==> config.mk <==
export PLATFORM = sky130hd
export DESIGN_NAME = rational_alu_gcd_reduce_unit
export DESIGN_NICKNAME = d
export VERILOG_FILES = /design/src/sv/rag_pkg.sv /design/src/sv/rag_ctrl.sv /design/src/sv/rag_dp.sv /design/src/sv/rational_alu_gcd_reduce_unit.sv
export SDC_FILE = /design/constraint.sdc
export NUM_CORES = 2
export LEC_CHECK = 0
export ABC_AREA = 1
export BUFFER_PORTS_ARGS = -buffer_cell sky130_fd_sc_hd__buf_2
export CORE_MARGIN = 2
export CORE_UTILIZATION = 65
export DETAILED_ROUTE_END_ITERATION = 8
export PLACE_DENSITY = 0.82
export SLEW_MARGIN = 25
export SYNTH_ARGS = -nofsm -noshare
export SYNTH_HDL_FRONTEND = slang
export SYNTH_SLANG_ARGS = --single-unit
==> constraint.sdc <==
create_clock -name i_clk -period 8.1 [get_ports i_clk]
set_input_delay 2.43 -clock i_clk [delete_from_list [all_inputs] [get_ports i_clk]]
set_output_delay 2.43 -clock i_clk [all_outputs]
set_load 0.02 [all_outputs]
==> src/sv/rag_pkg.sv <==
package rag_pkg;

    localparam int OperandWidth = 16;
    localparam int ProdWidth    = 2 * OperandWidth;
    localparam int NumWidth     = ProdWidth + 1;
    localparam int DenWidth     = ProdWidth;
    localparam int CntWidth     = $clog2(NumWidth + 1);

    localparam logic [1:0] KindAdd = 2'd0;
    localparam logic [1:0] KindSub = 2'd1;
    localparam logic [1:0] KindMul = 2'd2;
    localparam logic [1:0] KindDiv = 2'd3;

    typedef enum logic [3:0] {
        t_st_idle,
        t_st_mul1,
        t_st_mul2,
        t_st_form,
        t_st_gcd,
        t_st_div_num,
        t_st_div_den,
        t_st_out
    } t_state;

    // Commands from the controller to the datapath.
    typedef struct packed {
        logic load;
        logic mul1;
        logic mul2;
        logic form;
        logic gcd_step;
        logic div_start;
        logic div_sel_den;
        logic div_step;
        logic div_store;
    } t_cmd;

    // Status from the datapath to the controller.
    typedef struct packed {
        logic err;
        logic gcd_done;
        logic gcd_zero;
        logic div_last;
    } t_status;

endpackage

==> src/sv/rag_ctrl.sv <==
module rag_ctrl (
    input  logic              i_clk,
    input  logic              i_rst_n,
    input  logic              i_in_valid,
    output logic              o_in_ready,
    output logic              o_out_valid,
    input  logic              i_out_ready,
    input  rag_pkg::t_status  i_status,
    output rag_pkg::t_cmd     o_cmd
);

    rag_pkg::t_state r_state, n_state;

    // State register.
    always_ff @(posedge i_clk) begin
        if (!i_rst_n) begin
            r_state <= rag_pkg::t_st_idle;
        end else begin
            r_state <= n_state;
        end
    end

    // Next state and command decode.
    always_comb begin
        n_state     = r_state;
        o_cmd       = '0;
        o_in_ready  = 1'b0;
        o_out_valid = 1'b0;
        case (r_state)
            rag_pkg::t_st_idle: begin
                o_in_ready = 1'b1;
                if (i_in_valid) begin
                    o_cmd.load = 1'b1;
                    n_state    = rag_pkg::t_st_mul1;
                end
            end
            rag_pkg::t_st_mul1: begin
                o_cmd.mul1 = 1'b1;
                n_state    = rag_pkg::t_st_mul2;
            end
            rag_pkg::t_st_mul2: begin
                o_cmd.mul2 = 1'b1;
                n_state    = rag_pkg::t_st_form;
            end
            rag_pkg::t_st_form: begin
                o_cmd.form = 1'b1;
                n_state    = i_status.err ? rag_pkg::t_st_out : rag_pkg::t_st_gcd;
            end
            rag_pkg::t_st_gcd: begin
                if (i_status.gcd_done) begin
                    if (i_status.gcd_zero) begin
                        n_state = rag_pkg::t_st_out;
                    end else begin
                        o_cmd.div_start = 1'b1;
                        n_state         = rag_pkg::t_st_div_num;
                    end
                end else begin
                    o_cmd.gcd_step = 1'b1;
                end
            end
            rag_pkg::t_st_div_num: begin
                o_cmd.div_step = 1'b1;
                if (i_status.div_last) begin
                    o_cmd.div_store   = 1'b1;
                    o_cmd.div_start   = 1'b1;
                    o_cmd.div_sel_den = 1'b1;
                    n_state           = rag_pkg::t_st_div_den;
                end
            end
            rag_pkg::t_st_div_den: begin
                o_cmd.div_step    = 1'b1;
                o_cmd.div_sel_den = 1'b1;
                if (i_status.div_last) begin
                    o_cmd.div_store = 1'b1;
                    n_state         = rag_pkg::t_st_out;
                end
            end
            rag_pkg::t_st_out: begin
                o_out_valid = 1'b1;
                if (i_out_ready) begin
                    n_state = rag_pkg::t_st_idle;
                end
            end
            default: begin
                n_state = rag_pkg::t_st_idle;
            end
        endcase
    end

endmodule

==> src/sv/rag_dp.sv <==
module rag_dp (
    input  logic                                  i_clk,
    input  logic [7:0]                            i_tuser,
    input  logic [4*rag_pkg::OperandWidth-1:0]    i_tdata,
    input  rag_pkg::t_cmd                         i_cmd,
    output rag_pkg::t_status                      o_status,
    output logic signed [rag_pkg::NumWidth-1:0]   o_res_num,
    output logic signed [rag_pkg::DenWidth-1:0]   o_res_den,
    output logic                                  o_err
);

    localparam int W  = rag_pkg::OperandWidth;
    localparam int PW = rag_pkg::ProdWidth;
    localparam int NW = rag_pkg::NumWidth;
    localparam int CW = rag_pkg::CntWidth;

    logic [1:0]          r_kind;
    logic signed [W-1:0] r_an, r_ad, r_bn, r_bd;
    logic signed [PW-1:0] r_p1, r_p2, r_p3;
    logic signed [NW-1:0] r_num;
    logic signed [PW-1:0] r_den;
    logic [NW-1:0]        r_ga, r_gb;
    logic [CW-1:0]        r_sh;
    logic                 r_err;
    logic [NW-1:0]        r_quo, r_rem, r_dvd;
    logic [CW-1:0]        r_cnt;
    logic                 r_neg;
    logic                 r_sel_den;

    logic signed [W-1:0]  m_a, m_b, m_c, m_d;
    logic                 div_zero;
    logic signed [NW-1:0] n_num;
    logic signed [NW-1:0] den_x;
    logic [NW-1:0]        rem_sh, rem_sub;
    logic                 fits;
    logic [NW-1:0]        quo_sh;
    logic signed [NW-1:0] quo_s;

    // Operand choice for the products of the mul1 and mul2 states.
    always_comb begin
        m_a = r_an; m_b = r_bd; m_c = r_ad; m_d = r_bd;
        if (r_kind == rag_pkg::KindMul) begin
            m_b = r_bn;
        end
        if (r_kind == rag_pkg::KindDiv) begin
            m_d = r_bn;
        end
    end

    assign div_zero = (r_kind == rag_pkg::KindDiv) &&
                      (r_ad == '0 || r_bn == '0 || r_bd == '0);

    // Raw numerator from the products r_p1 and r_p3.
    always_comb begin
        case (r_kind)
            rag_pkg::KindAdd: n_num = NW'(r_p1) + NW'(r_p3);
            rag_pkg::KindSub: n_num = NW'(r_p1) - NW'(r_p3);
            default:          n_num = NW'(r_p1);
        endcase
    end

    assign den_x = NW'(r_den);

    // Restoring divider step on magnitudes.
    assign rem_sh  = {r_rem[NW-2:0], r_dvd[NW-1]};
    assign fits    = rem_sh >= r_ga;
    assign rem_sub = fits ? rem_sh - r_ga : rem_sh;
    assign quo_sh  = {r_quo[NW-2:0], fits};
    assign quo_s   = r_neg ? -$signed(quo_sh) : $signed(quo_sh);

    // Datapath registers.
    always_ff @(posedge i_clk) begin
        if (i_cmd.load) begin
            r_kind <= i_tuser[1:0];
            r_an   <= i_tdata[W-1:0];
            r_ad   <= i_tdata[2*W-1:W];
            r_bn   <= i_tdata[3*W-1:2*W];
            r_bd   <= i_tdata[4*W-1:3*W];
        end
        if (i_cmd.mul1) begin
            r_p1 <= m_a * m_b;
            r_err <= div_zero;
        end
        if (i_cmd.mul2) begin
            r_p2 <= m_c * m_d;
            r_p3 <= r_bn * r_ad;
        end
        if (i_cmd.form) begin
            if (r_err) begin
                r_num <= '0;
                r_den <= '0;
            end else begin
                r_num <= n_num;
                r_den <= r_p2;
                r_ga  <= n_num[NW-1] ? NW'(-n_num) : n_num;
                r_gb  <= r_p2[PW-1] ? NW'(-{r_p2[PW-1], r_p2}) : NW'({1'b0, r_p2});
                r_sh  <= '0;
            end
        end
        // Binary gcd: one halving or one odd-odd subtraction per cycle.
        // Factors of two common to both operands are counted in r_sh.
        if (i_cmd.gcd_step) begin
            if (!r_ga[0] && !r_gb[0]) begin
                r_ga <= r_ga >> 1;
                r_gb <= r_gb >> 1;
                r_sh <= r_sh + 1'b1;
            end else if (!r_ga[0]) begin
                r_ga <= r_ga >> 1;
            end else if (!r_gb[0]) begin
                r_gb <= r_gb >> 1;
            end else if (r_ga >= r_gb) begin
                r_ga <= r_ga - r_gb;
            end else begin
                r_gb <= r_gb - r_ga;
            end
        end
        if (i_cmd.div_start) begin
            // The first start rebuilds the gcd as the divisor in r_ga.
            if (!i_cmd.div_sel_den) begin
                r_ga <= (r_ga | r_gb) << r_sh;
            end
            r_sel_den <= i_cmd.div_sel_den;
            r_cnt <= '0;
            r_rem <= '0;
            r_quo <= '0;
            if (i_cmd.div_sel_den) begin
                r_neg <= den_x[NW-1];
                r_dvd <= den_x[NW-1] ? -den_x : den_x;
            end else begin
                r_neg <= r_num[NW-1];
                r_dvd <= r_num[NW-1] ? -r_num : r_num;
            end
        end else if (i_cmd.div_step) begin
            r_rem <= rem_sub;
            r_quo <= quo_sh;
            r_dvd <= {r_dvd[NW-2:0], 1'b0};
            r_cnt <= r_cnt + 1'b1;
        end
        // The quotient goes to the part that the running division works on.
        if (i_cmd.div_store) begin
            if (r_sel_den) begin
                r_den <= PW'(quo_s);
            end else begin
                r_num <= quo_s;
            end
        end
    end

    // Gcd loop ends when one operand reaches zero; the other, shifted back
    // by the common factors of two, is the gcd.
    assign o_status.gcd_done = (r_ga == '0) || (r_gb == '0);
    assign o_status.gcd_zero = (r_ga == '0) && (r_gb == '0);
    assign o_status.div_last = (r_cnt == CW'(NW - 1));
    assign o_status.err      = r_err;

    assign o_res_num = r_num;
    assign o_res_den = r_den;
    assign o_err     = r_err;

endmodule

==> src/sv/rational_alu_gcd_reduce_unit.sv <==
// Channel  Direction  Contents
// s_axis   in         tdata = a_num, a_den, b_num, b_den; tuser = kind
// m_axis   out        tdata = res_num, res_den; tuser = err
//
// One item at a time. After the accepting cycle, an item passes through the
// multiply and form states, one step per halving or subtraction of the binary
// gcd loop plus one to see it end, the divisions of the numerator and of the
// denominator by the gcd, then the output state. Divide by zero and 0/0 skip
// straight to the output.
// Reset is synchronous, active low, and returns the controller to idle.
// The result holds until taken; no new item is accepted meanwhile.
module rational_alu_gcd_reduce_unit (
    input  logic        i_clk,
    input  logic        i_rst_n,
    input  logic        s_axis_tvalid,
    output logic        s_axis_tready,
    input  logic [63:0] s_axis_tdata,  // a_num, a_den, b_num, b_den
    input  logic [7:0]  s_axis_tuser,  // kind
    output logic        m_axis_tvalid,
    input  logic        m_axis_tready,
    output logic [71:0] m_axis_tdata,  // res_num, res_den
    output logic        m_axis_tuser   // err
);

    rag_pkg::t_cmd    cmd;
    rag_pkg::t_status status;
    logic signed [rag_pkg::NumWidth-1:0] res_num;
    logic signed [rag_pkg::DenWidth-1:0] res_den;
    logic err;

    rag_ctrl u_ctrl (
        .i_clk       (i_clk),
        .i_rst_n     (i_rst_n),
        .i_in_valid  (s_axis_tvalid),
        .o_in_ready  (s_axis_tready),
        .o_out_valid (m_axis_tvalid),
        .i_out_ready (m_axis_tready),
        .i_status    (status),
        .o_cmd       (cmd)
    );

    rag_dp u_dp (
        .i_clk     (i_clk),
        .i_tuser   (s_axis_tuser),
        .i_tdata   (s_axis_tdata),
        .i_cmd     (cmd),
        .o_status  (status),
        .o_res_num (res_num),
        .o_res_den (res_den),
        .o_err     (err)
    );

    assign m_axis_tdata = {7'd0, res_den, res_num};
    assign m_axis_tuser = err;

endmodule
==> results by group <==
Outcome
  – Status: finished with violations
  – Failing checks: DRC

Drt
  – Iteration-0 DRC Markers: approximately 7700
  – Drt wl/cell: 24.3 µm
  – Vias: a little under 60000
  – DR vias/cell: 6.17
  – TritonRoute pass-1 iters: 9
  – ANT nets after route: 0
  – Post-Route WL: between 200000 and 250000 µm
  – Post-route DRC: 28

Critical path
  – CP Class: flop to flop
  – FF-to-FF Start: u_dp.r_kind[1]$_DFFE_PP_
  – R2R Setup Slk: 110 ps
  – CP Capture Type: flop
  – CP Launch Type: flop
  – WP data arrival: 8390 ps
  – Reg2Reg Depth: 29
  – CP max FO: 33
  – Crit-path max cell delay: 550 ps
  – Worst R2R End: u_dp.r_p2[31]$_DFFE_PP_
  – Slowest-stage cell, CP: fa_1
  – Worst EP required: 8500 ps

Clock network
  – Sink Count: 408
  – Cts hold-fix bufs: 0
  – CTS tree: yes
  – CTS Buf Count: 52
  – Clk slew on worst S/H paths: 60 ps
  – Clock Latency Late Sink: 710 ps
  – Root buf cell: clkbuf_16
  – H-tree depth: 2
  – Clk buf depth: 3

Timing
  – Final-report hold violation count: 0
  – Tcrit/Tclk final: 98.7%
  – Max Clock Freq: 0.125 GHz
  – Fin crit period: 7990 ps
  – Slew @ Worst Pin: between 1000 and 1500 ps
  – Final setup violation count: 0
  – Pins Over Slew Limit: 0
  – Worst slew margin: 24.1%
  – Worst Skew: 59.7 ps

GRT
  – Number of global-route vias before repair: 58735
  – First-pass GRT wire length: 345000 µm
  – Initial antenna violation count: 5
  – Largest net degree at the start of global routing: 65
  – Tot GR Track Use: 48.2%
  – Total gr overflow: 0

Place
  – IO buf count: 137
  – Gpl congestion: 1.05
  – Final HPWL DP: 181000 µm
  – Cells after DPL: approximately 9400

Synthesis
  – Yosys cell types: 76
  – Largest cells by area after synthesis: fa_1, nand2_1, inv_1, edfxtp_1, ha_1
  – Mapped Cells: 8182
  – Seq cells post-synth: 408
  – Post-synthesis sequential area ratio: 16.6%
  – EDFF count, synth: 198
  – Top-count cell post-synth: nand2_1
  – Ys flop type: dfxtp_1
  – Yosys top cell area share: around a quarter
  – Syn. warnings: 0
  – Post-synth ARST share: 0%
  – Largest area contributor in the netlist: fa_1
  – Mapped Avg Cell Area: between 7 and 8 µm²
  – Most instantiated cells after synthesis: nand2_1, inv_1, fa_1
  – Mapped cell area: 0.0610 mm²

Worst hold path
  – Hold path startpoint: u_dp.r_rem[31]$_SDFFE_PP0P_
  – Hold Crit Endpoint: u_dp.r_rem[31]$_SDFFE_PP0P_
  – Worst min-delay path class: flop to flop
  – Hold Path Depth: 2

Layout
  – Non-filler instance count after layout: 9509
  – FILL cells: 7319
  – Syn-to-layout area delta: 6.43%
  – Nets: around 9500
  – Share of cells above drive strength 1: 5.92%

Die
  – Die W: around 310 µm
  – Height of the die: between 300 and 400 µm
  – I/O pin cnt: 151
  – Initial Utilization: about two thirds
  – Core ar.: 0.0932 mm²
  – Cell Rows: 112
  – Die Footprint: 0.0963 mm²

Job
  – Max Cap Viol: 0
layout make-up:
class	instances	area, µm²	area share (%)
Timing Repair Buffer	259	1630	2.52
Multi-Input combinational cell	5757	43200	66.6
Clock buffer	67	1480	2.27
Antenna cell	6	15.0	0.0231
Sequential cell	408	10200	15.6
Inverter	1727	6500	10.0
Clock inverter	31	357	0.550
Tap cell	1254	1570	2.42
cell usage in the layout, fill, tap and decap left out, types with 178 or more instances in the layout:
cell / n
nand2_1: 1705
inv_1: 1683
fa_1: 790
nor2_1: 704
o21ai_0: 477
a21oi_1: 424
ha_1: 420
nand3_1: 259
dfxtp_1: 209
edfxtp_1: 198
xor2_1: 178
layer usage:
metal / wire [µm] / GRT usage [%] / up-vias
met5: 73 / 0 / -
met4: 23300 / 39.4 / 10
met3: 27500 / 13.2 / 1203
met2: 100000 / 73.6 / 4230
met1: 80100 / 57.1 / 27602
li1: - / - / 25639
critical path, delay by kind of cell (launching register included):
family	cells	cell delay [ps]
AOI/OAI and AO/OA	7	1670
xor gates and xnor gates	1	90
DFF	1	440
and+or+nand+nor	5	480
buffers and inverters	9	1550
adders and majority gates	7	3420
through the flow:
| stage | setup slack, ps | setup TNS [ps] | area (µm²) | hold WS (ps) | util (%) |
|---|---|---|---|---|---|
| floorplan | 887 | 0 | 61000 | 433 | - |
| global placement | 434 | 0 | 62900 | 445 | 67.5 |
| detailed placement | 236 | 0 | 62900 | 457 | 67.5 |
| CTS | 214 | 0 | 64800 | 468 | 69.5 |
| global route | -20.4 | -24.4 | 64900 | 487 | 69.6 |
| finish | 108 | 0 | 64900 | 471 | 69.6 |
how the worst max path moves through the flow:
stage,endpoint,cells past startpoint,slack (ps),start
floorplan,u_dp.r_p1[28]$_DFFE_PP_,33,890,u_dp.r_kind[1]$_DFFE_PP_
global placement,u_dp.r_p2[27]$_DFFE_PP_,26,430,u_dp.r_kind[1]$_DFFE_PP_
detailed placement,u_dp.r_p1[29]$_DFFE_PP_,25,240,u_dp.r_kind[0]$_DFFE_PP_
CTS,u_dp.r_p1[29]$_DFFE_PP_,25,210,u_dp.r_kind[0]$_DFFE_PP_
global route,u_dp.r_p2[31]$_DFFE_PP_,26,-20,u_dp.r_kind[1]$_DFFE_PP_
finish,u_dp.r_p2[31]$_DFFE_PP_,29,110,u_dp.r_kind[1]$_DFFE_PP_
state kept, by name (all words and copies together) (netlist names), 2 cells and up:
name            flops
u_dp.m_c           16
u_dp.r_p3          32
u_dp.r_rem         32
u_dp.r_cnt          6
u_dp.r_quo         32
u_dp.r_p1          32
u_dp.r_bd          16
u_dp.r_sh           6
u_dp.r_p2          32
u_dp.r_kind         2
u_ctrl.r_state      3
u_dp.r_dvd         33
u_dp.o_res_num     33
u_dp.r_ga          33
u_dp.r_gb          33
u_dp.m_a           16
u_dp.o_res_den     32
u_dp.r_bn          16
timing repair:
action,in CTS,in global routing
endpoints found under the setup margin,0,13
setup buffers,0,6
resized for setup,0,9
logic make-up after synthesis:
| group | share of synthesized area, % |
|---|---|
| xor+xnor | 3.62 |
| compound gates | 12.6 |
| flops | 16.6 |
| buf+inv | 12.7 |
| simple gates | 19.8 |
| fa+ha+maj | 34.6 |
| other cells | 0.00615 |
| mux | 0.148 |
Power is not shown: default switching activity piles up to over one toggle a cycle in this logic, so the estimate is an artifact.
